<file path="src/rtl/b64d_pkg.sv">
`timescale 1ns / 1ps
// ----------------------------------------------------------------------------
// b64d_pkg
// Shared types, constants and helper functions of the base64 stream decoder.
// ----------------------------------------------------------------------------
package b64d_pkg;

    localparam int unsigned CharW   = 8;
    localparam int unsigned SextetW = 6;
    localparam int unsigned ByteW   = 8;
    localparam int unsigned QDepth  = 4;
    localparam int unsigned QPtrW   = $clog2(QDepth);
    localparam int unsigned QCntW   = $clog2(QDepth + 1);

    localparam logic [CharW-1:0] PadChar = 8'h3D;

    localparam logic [1:0] NumOne   = 2'd1;
    localparam logic [1:0] NumThree = 2'd3;

    // one entry of the queue: all results caused by one input item
    typedef struct packed {
        logic [2:0][ByteW-1:0] bytes;
        logic [1:0]            num;
        logic                  present;
        logic                  fin;
    } b64d_job_t;

    typedef struct packed {
        logic full;
        logic empty;
    } b64d_qstat_t;

    // returns {valid, sextet}
    function automatic logic [SextetW:0] sextet_decode(input logic [CharW-1:0] c);
        logic [SextetW:0] r;
        r = '0;
        if (c >= 8'h41 && c <= 8'h5A) begin
            r = {1'b1, 6'(c - 8'h41)};
        end
        else if (c >= 8'h61 && c <= 8'h7A) begin
            r = {1'b1, 6'(c - 8'h61 + 8'd26)};
        end
        else if (c >= 8'h30 && c <= 8'h39) begin
            r = {1'b1, 6'(c - 8'h30 + 8'd52)};
        end
        else if (c == 8'h2B) begin
            r = {1'b1, 6'd62};
        end
        else if (c == 8'h2F) begin
            r = {1'b1, 6'd63};
        end
        return r;
    endfunction

    function automatic logic [2:0][ByteW-1:0] group_bytes(
        input logic [SextetW-1:0] s0,
        input logic [SextetW-1:0] s1,
        input logic [SextetW-1:0] s2,
        input logic [SextetW-1:0] s3
    );
        logic [2:0][ByteW-1:0] b;
        b[0] = {s0, s1[5:4]};
        b[1] = {s1[3:0], s2[5:2]};
        b[2] = {s2[1:0], s3};
        return b;
    endfunction

endpackage

</file>
<file path="src/rtl/b64d_front.sv">
`timescale 1ns / 1ps
// ----------------------------------------------------------------------------
// b64d_front
// Accepts characters, classifies them and builds one queue entry per item
// that gives results.
// ----------------------------------------------------------------------------
module b64d_front
(
    input  logic                          clk,
    input  logic                          rst_n,
    input  logic                          s_tvalid,
    output logic                          s_tready,
    input  logic [b64d_pkg::CharW-1:0]    s_tdata,   // [7:0] char_code
    input  logic                          s_tlast,   // final_char
    input  b64d_pkg::b64d_qstat_t         q_stat,
    output logic                          job_push,
    output b64d_pkg::b64d_job_t           job
);
    import b64d_pkg::*;

    logic [2:0][SextetW-1:0] buf_reg;
    logic [2:0][SextetW-1:0] buf_next;
    logic [1:0]              count_reg;
    logic [1:0]              count_next;
    logic                    pad_reg;
    logic                    pad_next;

    logic                    accept;
    logic [SextetW:0]        dec;
    logic                    grp;
    logic [SextetW-1:0]      fs1;
    logic [SextetW-1:0]      fs2;
    logic [2:0][ByteW-1:0]   fb;

    assign s_tready = !q_stat.full;
    assign accept   = s_tvalid && s_tready;
    assign dec      = sextet_decode(s_tdata);

    always_comb
    begin
        buf_next   = buf_reg;
        count_next = count_reg;
        pad_next   = pad_reg;
        grp        = 1'b0;
        job        = '0;
        job_push   = 1'b0;
        fs1        = '0;
        fs2        = '0;
        fb         = '0;
        if (accept)
        begin
            if (!pad_reg)
            begin
                if (s_tdata == PadChar)
                begin
                    pad_next = 1'b1;
                end
                else if (dec[SextetW])
                begin
                    if (count_reg == NumThree)
                    begin
                        job.bytes   = group_bytes(buf_reg[0], buf_reg[1], buf_reg[2],
                                                  dec[SextetW-1:0]);
                        job.num     = NumThree;
                        job.present = 1'b1;
                        grp         = 1'b1;
                        count_next  = '0;
                    end
                    else
                    begin
                        buf_next[count_reg] = dec[SextetW-1:0];
                        count_next          = count_reg + 2'd1;
                    end
                end
            end
            if (s_tlast)
            begin
                // partial group, missing sextets taken as zero
                fs1 = (count_next >= 2'd2) ? buf_next[1] : '0;
                fs2 = (count_next == NumThree) ? buf_next[2] : '0;
                fb  = group_bytes(buf_next[0], fs1, fs2, '0);
                job.fin = 1'b1;
                if (!grp)
                begin
                    if (count_next >= 2'd2)
                    begin
                        job.bytes   = fb;
                        job.num     = count_next - 2'd1;
                        job.present = 1'b1;
                    end
                    else
                    begin
                        // empty end marker
                        job.bytes   = '0;
                        job.num     = NumOne;
                        job.present = 1'b0;
                    end
                end
                count_next = '0;
                pad_next   = 1'b0;
            end
            job_push = grp || s_tlast;
        end
    end

    always_ff @(posedge clk)
    begin
        buf_reg <= buf_next;
    end

    always_ff @(posedge clk or negedge rst_n)
    begin
        if (!rst_n)
        begin
            count_reg <= '0;
            pad_reg   <= 1'b0;
        end
        else
        begin
            count_reg <= count_next;
            pad_reg   <= pad_next;
        end
    end

    a_fin_clears: assert property (@(posedge clk) disable iff (!rst_n)
        (s_tvalid && s_tready && s_tlast) |=> (count_reg == '0 && !pad_reg))
        else $error("state not cleared after final item");

    a_push_num: assert property (@(posedge clk) disable iff (!rst_n)
        job_push |-> (job.num != '0 && (job.present || job.fin)))
        else $error("bad queue entry");

endmodule

</file>
<file path="src/rtl/b64d_queue.sv">
`timescale 1ns / 1ps
// ----------------------------------------------------------------------------
// b64d_queue
// Short queue of result entries between the front and the back.
// ----------------------------------------------------------------------------
module b64d_queue
(
    input  logic                  clk,
    input  logic                  rst_n,
    input  logic                  push,
    input  b64d_pkg::b64d_job_t   push_job,
    input  logic                  pop,
    output b64d_pkg::b64d_job_t   head_job,
    output b64d_pkg::b64d_qstat_t stat
);
    import b64d_pkg::*;

    b64d_job_t              mem_reg [QDepth];
    logic [QPtrW-1:0]       wr_ptr_reg;
    logic [QPtrW-1:0]       wr_ptr_next;
    logic [QPtrW-1:0]       rd_ptr_reg;
    logic [QPtrW-1:0]       rd_ptr_next;
    logic [QCntW-1:0]       count_reg;
    logic [QCntW-1:0]       count_next;
    logic                   do_push;
    logic                   do_pop;

    assign stat.full  = (count_reg == QCntW'(QDepth));
    assign stat.empty = (count_reg == '0);
    assign do_push    = push && !stat.full;
    assign do_pop     = pop && !stat.empty;
    assign head_job   = mem_reg[rd_ptr_reg];

    always_comb
    begin
        wr_ptr_next = do_push ? wr_ptr_reg + 1'b1 : wr_ptr_reg;
        rd_ptr_next = do_pop ? rd_ptr_reg + 1'b1 : rd_ptr_reg;
        count_next  = count_reg + QCntW'(do_push) - QCntW'(do_pop);
    end

    always_ff @(posedge clk)
    begin
        if (do_push)
        begin
            mem_reg[wr_ptr_reg] <= push_job;
        end
    end

    always_ff @(posedge clk or negedge rst_n)
    begin
        if (!rst_n)
        begin
            wr_ptr_reg <= '0;
            rd_ptr_reg <= '0;
            count_reg  <= '0;
        end
        else
        begin
            wr_ptr_reg <= wr_ptr_next;
            rd_ptr_reg <= rd_ptr_next;
            count_reg  <= count_next;
        end
    end

    a_count_range: assert property (@(posedge clk) disable iff (!rst_n)
        count_reg <= QCntW'(QDepth))
        else $error("queue count overflow");

    a_ptr_match: assert property (@(posedge clk) disable iff (!rst_n)
        (stat.empty || stat.full) |-> (wr_ptr_reg == rd_ptr_reg))
        else $error("queue pointers inconsistent");

endmodule

</file>
<file path="src/rtl/b64d_back.sv">
`timescale 1ns / 1ps
// ----------------------------------------------------------------------------
// b64d_back
// Takes queue entries and sends their bytes out one item per cycle while m_tready is high.
// ----------------------------------------------------------------------------
module b64d_back
(
    input  logic                         clk,
    input  logic                         rst_n,
    input  b64d_pkg::b64d_job_t          head_job,
    input  b64d_pkg::b64d_qstat_t        q_stat,
    output logic                         pop,
    output logic                         m_tvalid,
    input  logic                         m_tready,
    output logic [b64d_pkg::ByteW-1:0]   m_tdata,   // [7:0] data_byte
    output logic                         m_tlast,   // run_last
    output logic [1:0]                   m_tuser    // [0] byte_present, [1] message_end
);
    import b64d_pkg::*;

    b64d_job_t  cur_reg;
    b64d_job_t  cur_next;
    logic       valid_reg;
    logic       valid_next;
    logic [1:0] idx_reg;
    logic [1:0] idx_next;
    logic       last_item;

    assign last_item = (idx_reg == cur_reg.num - 2'd1);
    assign pop       = !q_stat.empty && (!valid_reg || (m_tready && last_item));

    assign m_tvalid   = valid_reg;
    assign m_tdata    = (idx_reg == 2'd2) ? cur_reg.bytes[2] :
                        (idx_reg == 2'd1) ? cur_reg.bytes[1] : cur_reg.bytes[0];
    assign m_tlast    = last_item;
    assign m_tuser[0] = cur_reg.present;
    assign m_tuser[1] = cur_reg.fin && last_item;

    always_comb
    begin
        cur_next   = cur_reg;
        valid_next = valid_reg;
        idx_next   = idx_reg;
        if (pop)
        begin
            cur_next   = head_job;
            valid_next = 1'b1;
            idx_next   = '0;
        end
        else if (valid_reg && m_tready)
        begin
            if (last_item)
            begin
                valid_next = 1'b0;
            end
            else
            begin
                idx_next = idx_reg + 2'd1;
            end
        end
    end

    always_ff @(posedge clk)
    begin
        cur_reg <= cur_next;
    end

    always_ff @(posedge clk or negedge rst_n)
    begin
        if (!rst_n)
        begin
            valid_reg <= 1'b0;
            idx_reg   <= '0;
        end
        else
        begin
            valid_reg <= valid_next;
            idx_reg   <= idx_next;
        end
    end

    a_idx_range: assert property (@(posedge clk) disable iff (!rst_n)
        valid_reg |-> (idx_reg < cur_reg.num))
        else $error("byte index beyond entry");

    a_stall_hold: assert property (@(posedge clk) disable iff (!rst_n)
        (valid_reg && !m_tready) |=> (valid_reg && $stable(idx_reg)))
        else $error("byte index moved during stall");

endmodule

</file>
<file path="src/rtl/base64_stream_decoder_unit.sv">
`timescale 1ns / 1ps
// ----------------------------------------------------------------------------
// base64_stream_decoder_unit
// Streaming base64 decoder: one character in per item, decoded bytes out.
// ----------------------------------------------------------------------------
// usage
//   input channel s_*: one character per item in s_tdata, s_tlast on the
//   last character of the text. characters outside the alphabet are skipped,
//   the first pad character stops decoding until s_tlast.
//   output channel m_*: one decoded byte per item in m_tdata, m_tuser[0]
//   set when a byte is present (clear on the empty end marker), m_tuser[1]
//   on the final item of the message, m_tlast on the last item caused by
//   one input character.
//   throughput: one character per cycle sustained while m_tready is high;
//   the back end sends one byte per cycle, three per group of four characters.
//   an accepted item is first written into the queue; its entry is then
//   loaded into the output register once the back end is free, and its
//   first byte is offered from there.
//   a stalled receiver holds the current item; a four-entry queue keeps the
//   front accepting until it fills, then s_tready drops.
//   reset clears the group count, pad state, queue and output valid.
// ----------------------------------------------------------------------------
module base64_stream_decoder_unit
(
    input  logic                         clk,
    input  logic                         rst_n,
    input  logic                         s_tvalid,
    output logic                         s_tready,
    input  logic [b64d_pkg::CharW-1:0]   s_tdata,   // [7:0] char_code
    input  logic                         s_tlast,   // final_char
    output logic                         m_tvalid,
    input  logic                         m_tready,
    output logic [b64d_pkg::ByteW-1:0]   m_tdata,   // [7:0] data_byte
    output logic                         m_tlast,   // run_last
    output logic [1:0]                   m_tuser    // [0] byte_present, [1] message_end
);
    import b64d_pkg::*;

    b64d_qstat_t q_stat;
    b64d_job_t   push_job;
    b64d_job_t   head_job;
    logic        job_push;
    logic        job_pop;

    b64d_front u_front
    (
        .clk      (clk),
        .rst_n    (rst_n),
        .s_tvalid (s_tvalid),
        .s_tready (s_tready),
        .s_tdata  (s_tdata),
        .s_tlast  (s_tlast),
        .q_stat   (q_stat),
        .job_push (job_push),
        .job      (push_job)
    );

    b64d_queue u_queue
    (
        .clk      (clk),
        .rst_n    (rst_n),
        .push     (job_push),
        .push_job (push_job),
        .pop      (job_pop),
        .head_job (head_job),
        .stat     (q_stat)
    );

    b64d_back u_back
    (
        .clk      (clk),
        .rst_n    (rst_n),
        .head_job (head_job),
        .q_stat   (q_stat),
        .pop      (job_pop),
        .m_tvalid (m_tvalid),
        .m_tready (m_tready),
        .m_tdata  (m_tdata),
        .m_tlast  (m_tlast),
        .m_tuser  (m_tuser)
    );

endmodule
</file>
<file path="config.mk">
export PLATFORM = sky130hd
export DESIGN_NAME = base64_stream_decoder_unit
export DESIGN_NICKNAME = d
export VERILOG_FILES = /design/src/rtl/b64d_pkg.sv /design/src/rtl/b64d_front.sv /design/src/rtl/b64d_queue.sv /design/src/rtl/b64d_back.sv /design/src/rtl/base64_stream_decoder_unit.sv
export SDC_FILE = /design/constraint.sdc
export NUM_CORES = 1
export LEC_CHECK = 0
export BUFFER_PORTS_ARGS = -buffer_cell sky130_fd_sc_hd__buf_2
export CORE_UTILIZATION = 45
export DETAILED_ROUTE_END_ITERATION = 12
export GPL_ROUTABILITY_DRIVEN = 1
export GPL_TIMING_DRIVEN = 0
export PLACE_DENSITY = 0.72
export REMOVE_ABC_BUFFERS = 1
export SLEW_MARGIN = 20
export SYNTH_ARGS = -nofsm -noshare
export SYNTH_HDL_FRONTEND = slang
export SYNTH_SLANG_ARGS = --single-unit
</file>
<file path="constraint.sdc">
create_clock -name clk -period 3.5 [get_ports clk]
set_input_delay 0.175 -clock clk [delete_from_list [all_inputs] [get_ports clk]]
set_output_delay 0.175 -clock clk [all_outputs]
set_load 0.02 [all_outputs]
</file>
## After elaboration in Yosys (flattened, before gate mapping)

Memories as Yosys holds them, arrays and structs flattened. A register that Yosys moved wholly into a read port is not among the register bits.
Index checks and enable logic that the tools add are counted.

| storage, ports and cells | value |
|---|---|
| ROM bits | 0 |
| input bits | 13 |
| memories | 1 |
| memory bits (writable) | 112 |
| flip-flop bits (word level) | 31 |
| output and inout port bits | 13 |
| word-level logic and storage cells | 110 |
| latch bits | 0 |

Memory list:

| memory | words | width | read ports | clocked after memory_dff | write ports | RTL line | source |
|---|---|---|---|---|---|---|---|
| u_queue.mem_reg | 4 | 28 | 1 | 1 | 1 | b64d_queue.sv:18 | `b64d_job_t mem_reg [QDepth];` |

| cells by class | value |
|---|---|
| div/mod/pow operators | 0 |
| muxes and demuxes | 46 |
| bitwise operators | 0 |
| reduce and logical (&&, ||, !) cells | 21 |
| equality and inequality tests | 10 |
| magnitude comparators | 9 |
| shifts and indexed selects | 0 |
| $mul | 0 |
| $add $sub $neg | 13 |

Operators with widths:

| operator | count |
|---|---|
| 27-bit 2-to-1 mux | 6 |
| 18-bit 2-to-1 mux | 4 |
| 28-bit 2-to-1 mux | 2 |
| 7-bit 2-to-1 mux | 5 |
| 8-bit by 6-bit equality test with 1-bit output, second input constant | 3 |
| 18-bit bitwise mux | 1 |
| 2-bit 2-to-1 mux | 9 |
| 8-bit by 7-bit >= comparator with 1-bit output, second input constant | 2 |
| 8-bit by 7-bit less-or-equal comparator with 1-bit output, second input constant | 2 |
| 8-bit 2-to-1 mux | 2 |
| 1-bit 2-to-1 mux | 14 |
| 6-bit demux with 2-bit select | 1 |
| 6-bit 2-to-1 mux | 2 |
| 6-bit subtractor, second input constant | 2 |
| 1-bit logical AND | 11 |
| 2-bit by 1-bit adder with 2-bit output, second input constant | 4 |
| 8-bit by 6-bit >= comparator with 1-bit output, second input constant | 1 |
| 8-bit by 6-bit less-or-equal comparator with 1-bit output, second input constant | 1 |
| 6-bit by 5-bit adder with 6-bit output, second input constant | 1 |
| 6-bit adder, second input constant | 1 |
| 2-bit equality test, second input constant | 3 |
| 6-bit by 1-bit subtractor with 6-bit output, second input constant | 1 |
| 2-bit AND reduction | 2 |
| 2-bit nonzero test | 2 |
| 13 further kinds | 17 |

## Longest topological paths before layout

Gate-level depths: netlist of run 1.

| logic depth | value |
|---|---|
| word-level depth | 16 |
| depth in mapped cells | 12 |
| gate-level depth less buffers | 10 |

## By module

From an unflattened synthesis of run 1, not the netlist that was laid out.

| second synthesis, totals | value |
|---|---|
| cell total of the unflattened synthesis | 516 |
| area, all modules | 7928.9 um^2 |

By module, submodules not included:

| module | cells each | sequential area each (um^2) | times used | area each (um^2) |
|---|---|---|---|---|
| b64d_queue | 187 | 3538.4 | 1 | 4514.3 |
| b64d_front | 250 | 615.6 | 1 | 2183.3 |
| b64d_back | 79 | 915.9 | 1 | 1231.2 |

## Least setup slack after synthesis of run 1

OpenSTA, ideal clock, no wires.

| path | value |
|---|---|
| kind | register -> register |
| start | register u_back.idx_reg[1] |
| end | register u_queue.count_reg[2] |
| required time | 3377 ps |
| stages on the path, launching flop included | 11 |
| setup slack | -611 ps |
| path buffers | 0 |
| period minus slack after synthesis | 4111 ps |
| library setup time | 123 ps |
| arrival time | 3988 ps |
| path through | dfrtp_1 xnor2_1 nand2_1 o22ai_1 nand2_1 a21oi_1 ha_1 inv_1 ha_1 fa_1 xnor2_1 |

| on the way | value |
|---|---|
| word-level cells in the longest chain between the ends | 6 |

Ends and longest elaborated chain:

| element | RTL line | source |
|---|---|---|
| start, declared | b64d_back.sv:25 | `logic [1:0] idx_reg;` |
| start signal, assigned | b64d_back.sv:78 | `idx_reg <= idx_next;` |
| 2-bit equality test | b64d_back.sv:29 | `assign last_item = (idx_reg == cur_reg.num - 2'd1);` |
| via m_tlast | base64_stream_decoder_unit.sv:34 | `output logic m_tlast,` |
| 1-bit logical AND | b64d_back.sv:30 | `assign pop = !q_stat.empty && (!valid_reg \|\| (m_tready && last_item));` |
| 1-bit logical OR | b64d_back.sv:30 |  |
| 1-bit logical AND | b64d_back.sv:30 |  |
| via job_pop | base64_stream_decoder_unit.sv:43 | `logic job_pop;` |
| 1-bit logical AND | b64d_queue.sv:31 | `assign do_pop = pop && !stat.empty;` |
| 3-bit by 1-bit subtractor with 3-bit output | b64d_queue.sv:38 | `count_next = count_reg + QCntW'(do_push) - QCntW'(do_pop);` |
| via u_queue.count_next[2] | b64d_queue.sv:24 | `logic [QCntW-1:0] count_next;` |
| end signal, assigned | b64d_queue.sv:61 | `count_reg <= count_next;` |
| end, declared | b64d_queue.sv:23 | `logic [QCntW-1:0] count_reg;` |

The timed path passes the listed nets, and every way through them passes these cells.
A chain may end at the register's enable or synchronous reset.

## Worst setup path after layout of run 1

| path | value |
|---|---|
| start | register u_queue.count_reg[1] |
| end | register u_queue.count_reg[2] |

| on the way | value |
|---|---|
| word-level cells in the longest chain between the ends | 7 |
| elaborated cells between the ends (all ways) | 11 |
| classes of those cells | add/sub: 2; eq/ne: 1; mux: 1; reduce/logical: 7 |

Ends and longest elaborated chain:

| element | RTL line | source |
|---|---|---|
| 3-bit equality test | b64d_queue.sv:28 | `assign stat.full = (count_reg == QCntW'(QDepth));` |
| 1-bit zero test | b64d_front.sv:35 | `assign s_tready = !q_stat.full;` |
| 1-bit logical AND | b64d_front.sv:36 | `assign accept = s_tvalid && s_tready;` |
| via u_front.accept | b64d_front.sv:28 | `logic accept;` |
| 1-bit 2-to-1 mux | b64d_front.sv:50 | `if (accept)` |
| 1-bit logical AND | b64d_queue.sv:30 | `assign do_push = push && !stat.full;` |
| via u_queue.do_push | b64d_queue.sv:25 | `logic do_push;` |
| 3-bit by 1-bit adder with 3-bit output | b64d_queue.sv:38 |  |
| 3-bit by 1-bit subtractor with 3-bit output | b64d_queue.sv:38 |  |
| via u_queue.count_next[2] | b64d_queue.sv:24 |  |

The timed path passes the listed nets, and every way through them passes these cells.

==> results of run 1 <==
layer usage:
metal,global-route usage,vias to the layer above,part of all wire
met5,0,-,0
met4,0.0568,0,0.0075
met3,0.0332,8,0.045
met2,0.278,127,0.51
met1,0.226,2025,0.44
li1,-,1846,-
area by class of cell:
cell class	instances	area, um2
clock buffer	17	425
timing repair buffer	33	273
tap	216	270
sequential	171	5070
multi-input combinational	248	2290
fill	1265	7540
clock inverter	14	148
inverter	23	91.3
synth_stat cells, types with 3 or more instances:
| cell type | instances | share of area |
|---|---|---|
| and2_1 | 11 | 0.0091 |
| buf_2 | 6 | 0.0040 |
| dfrtp_1 | 13 | 0.043 |
| xnor2_1 | 8 | 0.0093 |
| nand3_1 | 5 | 0.0033 |
| o21ai_0 | 22 | 0.015 |
| inv_1 | 22 | 0.011 |
| nor2_1 | 14 | 0.0070 |
| xor2_1 | 4 | 0.0047 |
| mux2i_1 | 13 | 0.017 |
| edfxtp_1 | 158 | 0.63 |
| buf_1 | 3 | 0.0015 |
| mux4_2 | 28 | 0.084 |
| o2bb2ai_1 | 11 | 0.013 |
| o22ai_1 | 3 | 0.0025 |
| nand2_1 | 33 | 0.016 |
| clkbuf_1 | 6 | 0.0030 |
| a21oi_1 | 10 | 0.0067 |
| ha_1 | 20 | 0.033 |
| a22o_1 | 7 | 0.0082 |
| a22oi_1 | 5 | 0.0050 |
| nand2b_1 | 8 | 0.0067 |
| mux2_2 | 11 | 0.016 |
timing repair:
action / CTS / global route
resized for setup: 0 / 2
hold endpoints to repair: 14 / 0
hold buffers: 2 / 0
setup endpoints to repair: 0 / 106
worst reg2reg max path, stage by stage, from the launching register on:
cell and delay [ns]:
dfrtp_1 0.41, inv_1 0.10, nand3_1 0.10, nand2_1 0.31, clkinvlp_4 0.50, nand2_1 0.49, nand2_1 0.28, ha_1 0.29
fa_1 0.41, xnor2_1 0.14
worst max path at each step:
stage	from	end	slack, ns	depth (start not counted)
global placement	u_back.idx_reg[1]	u_queue.count_reg[1]	-1.42	9
finish	u_queue.count_reg[1]	u_queue.count_reg[2]	0.35	9
detailed placement	s_tdata[2]	u_queue.mem_reg[3][10]	-0.1	10
floorplan	u_back.idx_reg[1]	u_queue.count_reg[2]	-0.61	10
CTS	u_queue.count_reg[1]	u_queue.mem_reg[3][12]	0.16	8
global route	u_queue.count_reg[1]	u_queue.count_reg[2]	0.10	9
where the power goes:
part / internal (mW) / switching (mW)
logic: 0.734 / 0.856
clock network: 1.05 / 0.767
registers: 2.71 / 0.249
total: 4.50 / 1.87
metrics by stage:
stage	worst slack [ns]	instances	power [mW]	cell area (um2)	hold slack (ns)
final	0.351	722	6.37	8570	0.184
after global routing	0.103	722	6.67	8570	0.191
after CTS	0.155	722	6.43	8560	0.159
after detailed placement	-0.0978	689	4.61	7970	0.0956
after global placement	-1.42	683	4.46	7820	0.0839
after floorplan	-0.611	442	4.05	7430	-0.121
cells by family (layout without fill, tap and decap cells):
logic type / count (synthesis) / in the layout
buffers and inverters: 41 / 87
DFF: 171 / 171
and+or+nand+nor: 87 / 87
AOI/OAI and AO/OA: 76 / 76
muxes: 52 / 52
adders and majority gates: 21 / 21
xor gates and xnor gates: 12 / 12
==> flow_metrics.py, run 1 <==
metrics = {
    "sta": {
        "setup_viol": 0,
        "drv_slew": 0,
        "hold_viol": 0,
        "setup-tns-final_ns": 0,
        "maxSlewHeadroom": 0.497,
        "rsz0062_at_grt": "no",
        "tightest_slew_ns": 0.749,
        "min_period_over_period": 0.900,
        "timing.final.crit_period_ns": 3.15,
        "max_freq_mhz": 318,
        "fin_skew_ns": 0.0167,
    },
    "critical_path": {
        "worstPathRequired_ns": 3.81,
        "r2r_slack_ns": 0.35,
        "crit_path_max_incr_delay_ns": 0.50,
        "path_common_cell": "nand2_1",
        "crit_fanout": 22,
        "reg2regPathDepth": 9,
        "criticalPathCategory": "reg2reg",
        "worstReg2RegStart": "u_queue.count_reg[1]",
        "r2r_end": "u_queue.count_reg[2]",
        "critPathLaunchType": "register",
        "cp.buffers_inverters": 2,
        "setup.worst_path.end_class": "register",
        "crit_family": "simple AND/OR/NAND/NOR gates",
        "slowest_stage": "clkinvlp_4",
        "cp_cell_sequence": "inv_1, nand3_1, nand2_1, clkinvlp_4, nand2_1, nand2_1, ha_1, fa_1, xnor2_1",
        "arrival_ns": 3.46,
    },
    "clocking": {
        "clock_latency_ns": 0.42,
        "clk_pin_slew_ns": 0.07,
        "cts_root_buf": "clkbuf_16",
        "numCtsBuffers": 17,
        "clkSinkCount": 171,
        "clk_path_buf_depth": 2,
        "htree_levels": 4,
        "tritoncts": "built",
        "cts_setup_buffers": 0,
    },
    "place": {
        "gp_congestion": 0.815,
        "place_hpwl_um": 8890,
        "portBuffers": 25,
    },
    "cells_and_area": {
        "fin_nets": 528,
        "layout_commonest_cell": "edfxtp_1",
        "antenna_cells": 0,
        "area_delta_synth_final_pct": 14.0,
        "layout_common_cells": "edfxtp_1 (158), nand2_1 (33), mux4_2 (28), buf_2 (25), o21ai_0 (22)",
        "largest_register_ff_count": 112,
        "post-route-util": 0.532,
        "drive_gt1_frac": 0.235,
    },
    "drt": {
        "drt.antenna.violating_nets": 0,
        "viasPerCell": 5.55,
        "routed_wl_um": 13600,
        "wl_per_cell_um": 18.8,
        "drc": 0,
        "dr.pass1.iters": 5,
        "vias": 4006,
        "drt_iter0_drc": 378,
    },
    "floorplanning": {
        "core_region_area_um2": 16100,
        "ios": 26,
        "die_area_um2": 17200,
        "rows": 46,
        "dieWidth_um": 131,
        "die_h_um": 131,
        "initial_core_util": 0.467,
    },
    "synthesis": {
        "synth_cells": 460,
        "syn_area_um2": 7520,
        "synth-simple-area-share": 0.0584,
        "ys_warn_count": 0,
        "synthMuxAreaShare": 0.118,
        "synth_edf_count": 158,
        "synth_top_family_by_area": "multiplexers",
        "ys_types": 52,
        "ys.flop_type": "edfxtp_1",
        "synthArstFlopShare": 0.0760,
        "ys_ff_latch": 171,
        "synth_compound_area_frac": 0.0760,
        "synth_area_per_cell_um2": 16.4,
        "synth-xor-area-share": 0.0140,
        "seq_area_frac_synth": 0.674,
        "synthAdderAreaFrac": 0.0359,
    },
    "global_route": {
        "grt_max_degree": 30,
        "antenna_found_initial": 0,
        "track_usage": 0.169,
        "grt-ovfl-total": 0,
        "grt_pass1_wl_um": 22300,
        "grt_pass1_vias": 4128,
    },
    "power_and_ir_drop": {
        "ir_worst_vdd_mv": 0.470,
        "power.leakage_nw": 2.94,
        "p_per_area_nw_per_um2": 743,
    },
    "run_status": {
        "status": "finished, final reports clean",
    },
    "flow_run": {
        "max_cap_violations": 0,
    },
    "hold_path": {
        "hold_class": "in2async",
    },
}
No activity file was read; power rests on OpenSTA's default activity.
==> inputs of run 2 (changes only) <==
ABC_AREA = 1   (was default)
PLACE_DENSITY = 0.62   (was 0.72)
==> run 2 against run 1 <==
Register-to-register slack improved by 0.15 ns. Sequential power hardly changed. Count of clock-buffer cells in the layout did not move. Final area rose by 6.0%. Via count grew 34%. Clock skew fell by 0.0098 ns. Sequential share of layout area down 3.4 points.
==> flow_metrics.py, run 2 <==
metrics = {
    "run_status": {
        "status": "finished, final reports clean",
    },
    "global_route": {
        "grt_max_degree": 44,
        "grt_pass1_wl_um": 27200,
        "grt_pass1_vias": 5304,
        "grt-ovfl-total": 0,
        "track_usage": 0.199,
        "antenna_found_initial": 0,
    },
    "place": {
        "gp_congestion": 0.847,
        "place_hpwl_um": 11500,
        "dp.cells": 986,
        "portBuffers": 25,
        "pre_cts_slack_ns": 0.498,
    },
    "sta": {
        "min_period_over_period": 0.856,
        "max_freq_mhz": 334,
        "timing.final.crit_period_ns": 3.00,
        "hold_viol": 0,
        "maxSlewHeadroom": 0.254,
        "setup_viol": 0,
        "setup-tns-final_ns": 0,
        "worst_slack_ns": 0.503,
        "fin_skew_ns": 0.00685,
        "drv_slew": 0,
        "tightest_slew_ns": 1.12,
        "rsz0062_at_grt": "no",
    },
    "power_and_ir_drop": {
        "switching_share": 0.345,
        "p_int_mw": 4.61,
        "p_comb_frac": 0.296,
        "power.leakage_nw": 3.63,
        "p_sw_mw": 2.43,
        "p_per_area_nw_per_um2": 774,
        "clkPwrFrac": 0.279,
        "power_frac_seq": 0.425,
        "power_mw": 7.04,
        "ir_worst_vdd_mv": 0.447,
    },
    "clocking": {
        "clk_pin_slew_ns": 0.06,
        "tritoncts": "built",
        "cts_root_buf": "clkbuf_16",
        "clock_latency_ns": 0.42,
        "htree_levels": 4,
        "cts_resized": 0,
        "clkSinkCount": 171,
        "clk_path_buf_depth": 2,
        "holdBufCountCts": 1,
        "cts_setup_buffers": 0,
        "numCtsBuffers": 17,
    },
    "cells_and_area": {
        "regArea_um2": 5070,
        "area_delta_synth_final_pct": 13.7,
        "multiInputGateArea_um2": 2540,
        "largest_register_ff_count": 112,
        "stdcell_count": 1019,
        "antenna_cells": 0,
        "drive_gt1_frac": 0.142,
        "fillers": 1487,
        "fin_nets": 815,
        "post-route-util": 0.525,
        "layout_common_cells": "nand2_1 (163), edfxtp_1 (158), nor2_1 (102), o21ai_0 (66), inv_1 (61)",
        "layout_commonest_cell": "nand2_1",
    },
    "synthesis": {
        "yosys-top-cells-count": "nand2_1 (163), edfxtp_1 (158), nor2_1 (106)",
        "synth_top_area_cell": "edfxtp_1",
        "synthArstFlopShare": 0.0760,
        "ys_ff_latch": 171,
        "netlist.area_leader.share": 0.594,
        "seq_area_frac_synth": 0.634,
        "syn_area_um2": 7990,
        "synth_edf_count": 158,
        "ys_types": 32,
        "ys.flop_type": "edfxtp_1",
        "synth_cells": 756,
        "synth_area_per_cell_um2": 10.6,
        "synth.area.top_cells": "edfxtp_1 (59%), nand2_1 (7.7%), nor2_1 (5.0%), o21ai_0 (4.1%), dfrtp_1 (4.1%)",
        "yosysMostFrequentCell": "nand2_1",
        "ys_warn_count": 0,
    },
    "critical_path": {
        "worstPathRequired_ns": 3.80,
        "criticalPathCategory": "reg2reg",
        "critPathLaunchType": "register",
        "arrival_ns": 3.30,
        "r2r_slack_ns": 0.50,
        "setup.worst_path.end_class": "register",
        "crit_fanout": 30,
    },
    "drt": {
        "wl_met3_um": 551,
        "dr_wl_met2_um": 8730,
        "highest_layer": "met4",
        "m1WireLength_um": 7550,
        "dr.pass1.iters": 5,
        "wl_per_cell_um": 16.9,
        "viasPerCell": 5.28,
        "drt.antenna.violating_nets": 0,
        "drc": 0,
        "drt_iter0_drc": 408,
        "routed_wl_um": 17200,
        "vias": 5381,
    },
    "floorplanning": {
        "dieWidth_um": 135,
        "core_region_area_um2": 17300,
        "die_area_um2": 18300,
        "die_h_um": 135,
        "rows": 48,
        "ios": 26,
        "initial_core_util": 0.462,
    },
    "hold_path": {
        "hold_class": "in2reg",
    },
    "flow_run": {
        "max_cap_violations": 0,
    },
}
## run 2: cell types whose count changed in the layout (fill, tap and decap cells not counted), moves of 11 or more
cell       before  now
mux4_2         28    0
nor2_1         14  102
inv_1          21   61
mux2i_1        13    0
a21oi_1         9   22
nand2_1        33  163
o22ai_1         3   30
o21ai_0        22   66
nand3_1         5   23
o2bb2ai_1      11    0
inv_2           0   11
mux2_2         11    0
## run 2: power by group through the flow
stage,clock network (mW),registers [mW],logic [mW]
after floorplan,0,2.99,1.32
after global placement,0,3.09,1.83
after detailed placement,0,3.03,2.10
after CTS,1.98,2.99,2.11
after global routing,2.06,3.03,2.32
final,1.96,2.99,2.08
## run 2: worst paths after layout
| path | endpoint | cells past startpoint | start |
|---|---|---|---|
| max reg2reg | u_queue.count_reg[2] | 13 | u_back.idx_reg[1] |
| max | u_queue.count_reg[2] | 13 | u_back.idx_reg[1] |
| min | u_back.idx_reg[0] | 3 | m_tready |
| max in group asynchronous | u_queue.rd_ptr_reg[0] | 2 | rst_n |
| min in group asynchronous | u_queue.count_reg[1] | 2 | rst_n |
| min reg2reg | u_front.pad_reg | 2 | u_front.pad_reg |
## run 2: through the flow
stage	hold WS, ns	area [um2]
global route	0.0428	9090
CTS	0.00570	9090
floorplan	-0.121	7860
global placement	0.0760	8260
detailed placement	0.0892	8450
finish	0.0174	9090
## run 2: critical path: stages, from the launching register on
cell	delay, ns
dfrtp_1	0.42
xnor2_1	0.22
nor3_1	0.07
a21oi_1	0.21
inv_1	0.08
nor2_1	0.18
nor2_1	0.08
nand2_1	0.10
inv_2	0.30
ha_1	0.41
inv_1	0.04
ha_1	0.21
fa_1	0.40
xor2_1	0.16
## run 2: logic make-up (layout without fill, tap and decap cells)
| family | after synthesis | after routing | synth area share |
|---|---|---|---|
| compound gates | 121 | 121 | 0.0827 |
| flops | 171 | 171 | 0.634 |
| simple gates | 332 | 332 | 0.185 |
| buf+inv | 99 | 137 | 0.0514 |
| fa+ha+maj | 21 | 21 | 0.0338 |
| xor+xnor | 12 | 12 | 0.0132 |
## run 2: layout make-up
class | count | area share
Multi-Input combinational cell | 486 | 0.280
Sequential cell | 171 | 0.558
Inverter | 73 | 0.0304
Timing Repair Buffer | 32 | 0.0322
Clock inverter | 15 | 0.0219
Clock buffer | 17 | 0.0468
Tap cell | 225 | 0.0310
## run 2: layer usage
| metal | vias up | global-route usage |
|---|---|---|
| met4 | 0 | 0.0730 |
| met1 | 2613 | 0.247 |
| li1 | 2621 | - |
| met3 | 32 | 0.0303 |
| met2 | 115 | 0.349 |
| met5 | - | 0 |
==> inputs of run 3 (changes only) <==
PLACE_DENSITY = 0.6   (was 0.62)
clock period = 2.8 ns   (was 3.5 ns; I/O delays follow)
==> run 3 against run 2 <==
Total power up 25%. Final cell count is 0.20% higher. Sequential power increased by 25%. Register-to-register slack worse by 0.36 ns. Critical endpoint unchanged. Largest cell class unchanged.
==> flow_metrics.py, run 3 (synthesis results as in run 2) <==
metrics = {
    "sta": {
        "hold_viol": 0,
        "fin_skew_ns": 0.00961,
        "whs_ns": 0.141,
        "tightest_slew_ns": 1.01,
        "setup_viol": 0,
        "timing.final.crit_period_ns": 2.66,
        "min_period_over_period": 0.950,
        "max_freq_mhz": 376,
        "worst_slack_ns": 0.141,
        "maxSlewHeadroom": 0.326,
        "setup-tns-final_ns": 0,
        "drv_slew": 0,
    },
    "cells_and_area": {
        "largest_register_ff_count": 112,
        "area_delta_synth_final_pct": 13.8,
        "layout_commonest_cell": "nand2_1",
        "drive_gt1_frac": 0.144,
        "antenna_cells": 0,
        "layout_common_cells": "nand2_1 (162), edfxtp_1 (158), nor2_1 (101), o21ai_0 (66), inv_1 (61)",
        "fin_nets": 817,
    },
    "clocking": {
        "numCtsBuffers": 17,
        "clk_path_buf_depth": 2,
        "clock_latency_ns": 0.43,
        "htree_levels": 4,
        "clkSinkCount": 171,
        "clk_pin_slew_ns": 0.06,
        "cts_root_buf": "clkbuf_16",
        "tritoncts": "built",
    },
    "place": {
        "pre_cts_slack_ns": -0.202,
        "portBuffers": 25,
        "gp_congestion": 0.839,
        "place_hpwl_um": 11400,
    },
    "global_route": {
        "grt_util_met2": 0.346,
        "grt-ovfl-total": 0,
        "grt_pass1_wl_um": 27700,
        "track_usage": 0.204,
        "use_met1": 0.257,
        "met3_usage": 0.0430,
        "grt_max_degree": 46,
        "antenna_found_initial": 0,
        "grt-busiest-layer": "met2",
        "grt_pass1_vias": 5362,
    },
    "drt": {
        "drt_iter0_drc": 492,
        "vias": 5383,
        "routed_wl_um": 17300,
        "drt.antenna.violating_nets": 0,
        "wl_per_cell_um": 17.0,
        "drc": 0,
        "viasPerCell": 5.27,
        "dr.pass1.iters": 5,
    },
    "power_and_ir_drop": {
        "ir_worst_vdd_mv": 0.491,
        "power.leakage_nw": 3.64,
        "p_per_area_nw_per_um2": 964,
        "power_mw": 8.76,
    },
    "critical_path": {
        "crit_fanout": 30,
        "cp_cell_sequence": "xnor2_2, nor3_1, a21oi_2, inv_1, nor2_2, nor2_1, nand2_2, inv_8, ha_1, inv_1, ha_1, fa_1, xor2_1",
        "crit_path_max_incr_delay_ns": 0.44,
        "criticalPathCategory": "reg2reg",
        "r2r_slack_ns": 0.14,
        "critPathLaunchType": "register",
        "slowest_stage": "edfxtp_1",
        "reg2regPathDepth": 13,
        "setup.worst_path.end_class": "register",
        "worstPathRequired_ns": 3.11,
        "arrival_ns": 2.97,
    },
    "floorplanning": {
        "ios": 26,
        "die_h_um": 135,
        "core_region_area_um2": 17300,
        "initial_core_util": 0.462,
        "rows": 48,
        "dieWidth_um": 135,
        "die_area_um2": 18300,
    },
    "flow_run": {
        "max_cap_violations": 0,
    },
    "hold_path": {
        "hold_class": "in2async",
    },
    "run_status": {
        "status": "finished, final reports clean",
    },
}
[run 3: repair_timing]
item,CTS,global route
hold buffers,2,0
buffers inserted,0,1
endpoints found under the hold margin,14,0
pin swaps,0,1
endpoints found under the setup margin,2,2
resized for setup,2,5
[run 3: worst paths after layout]
kind	endpoint	startpoint
min in group clk	u_front.count_reg[1]	s_tlast
min reg2reg	u_queue.wr_ptr_reg[0]	u_queue.wr_ptr_reg[0]
max in group asynchronous	u_queue.rd_ptr_reg[0]	rst_n
min	u_front.count_reg[1]	rst_n
max	u_queue.count_reg[2]	u_back.cur_reg[3]
max reg2reg	u_queue.count_reg[2]	u_back.cur_reg[3]
[run 3: metrics by stage]
step,cells,cell area (um2),util
global route,1021,9090,0.526
finish,1021,9090,0.526
detailed placement,986,8430,0.487
global placement,980,8260,0.478
CTS,1020,9060,0.524
floorplan,730,7860,-
[run 3: critical path, delay by kind of cell (launching register included)]
kind | cells | cell delay, ns
buf+inv | 3 | 0.24
compound gates | 1 | 0.16
xor+xnor | 2 | 0.41
flops | 1 | 0.44
fa+ha+maj | 3 | 0.90
simple gates | 4 | 0.42
[run 3: layout make-up]
class                      count  area (um2)
clock buffer                  26         499
clock inverter                 6         110
fill                        1513        8200
inverter                      73         284
multi-input combinational    486        2560
sequential                   171        5070
tap                          225         282
timing repair buffer          34         288
[run 3: layer usage]
metal / vias to the layer above / part of all wire
met4: 0 / 0.019
met5: - / 0
met1: 2620 / 0.45
met3: 22 / 0.041
met2: 124 / 0.49
li1: 2617 / -
[run 3: where the power goes]
| part | switching [mW] | total, mW | internal [mW] |
|---|---|---|---|
| Sequential | 0.283 | 3.73 | 3.45 |
| Combinational | 1.79 | 2.63 | 0.832 |
| Clock | 0.906 | 2.40 | 1.50 |
| Total | 2.98 | 8.76 | 5.78 |
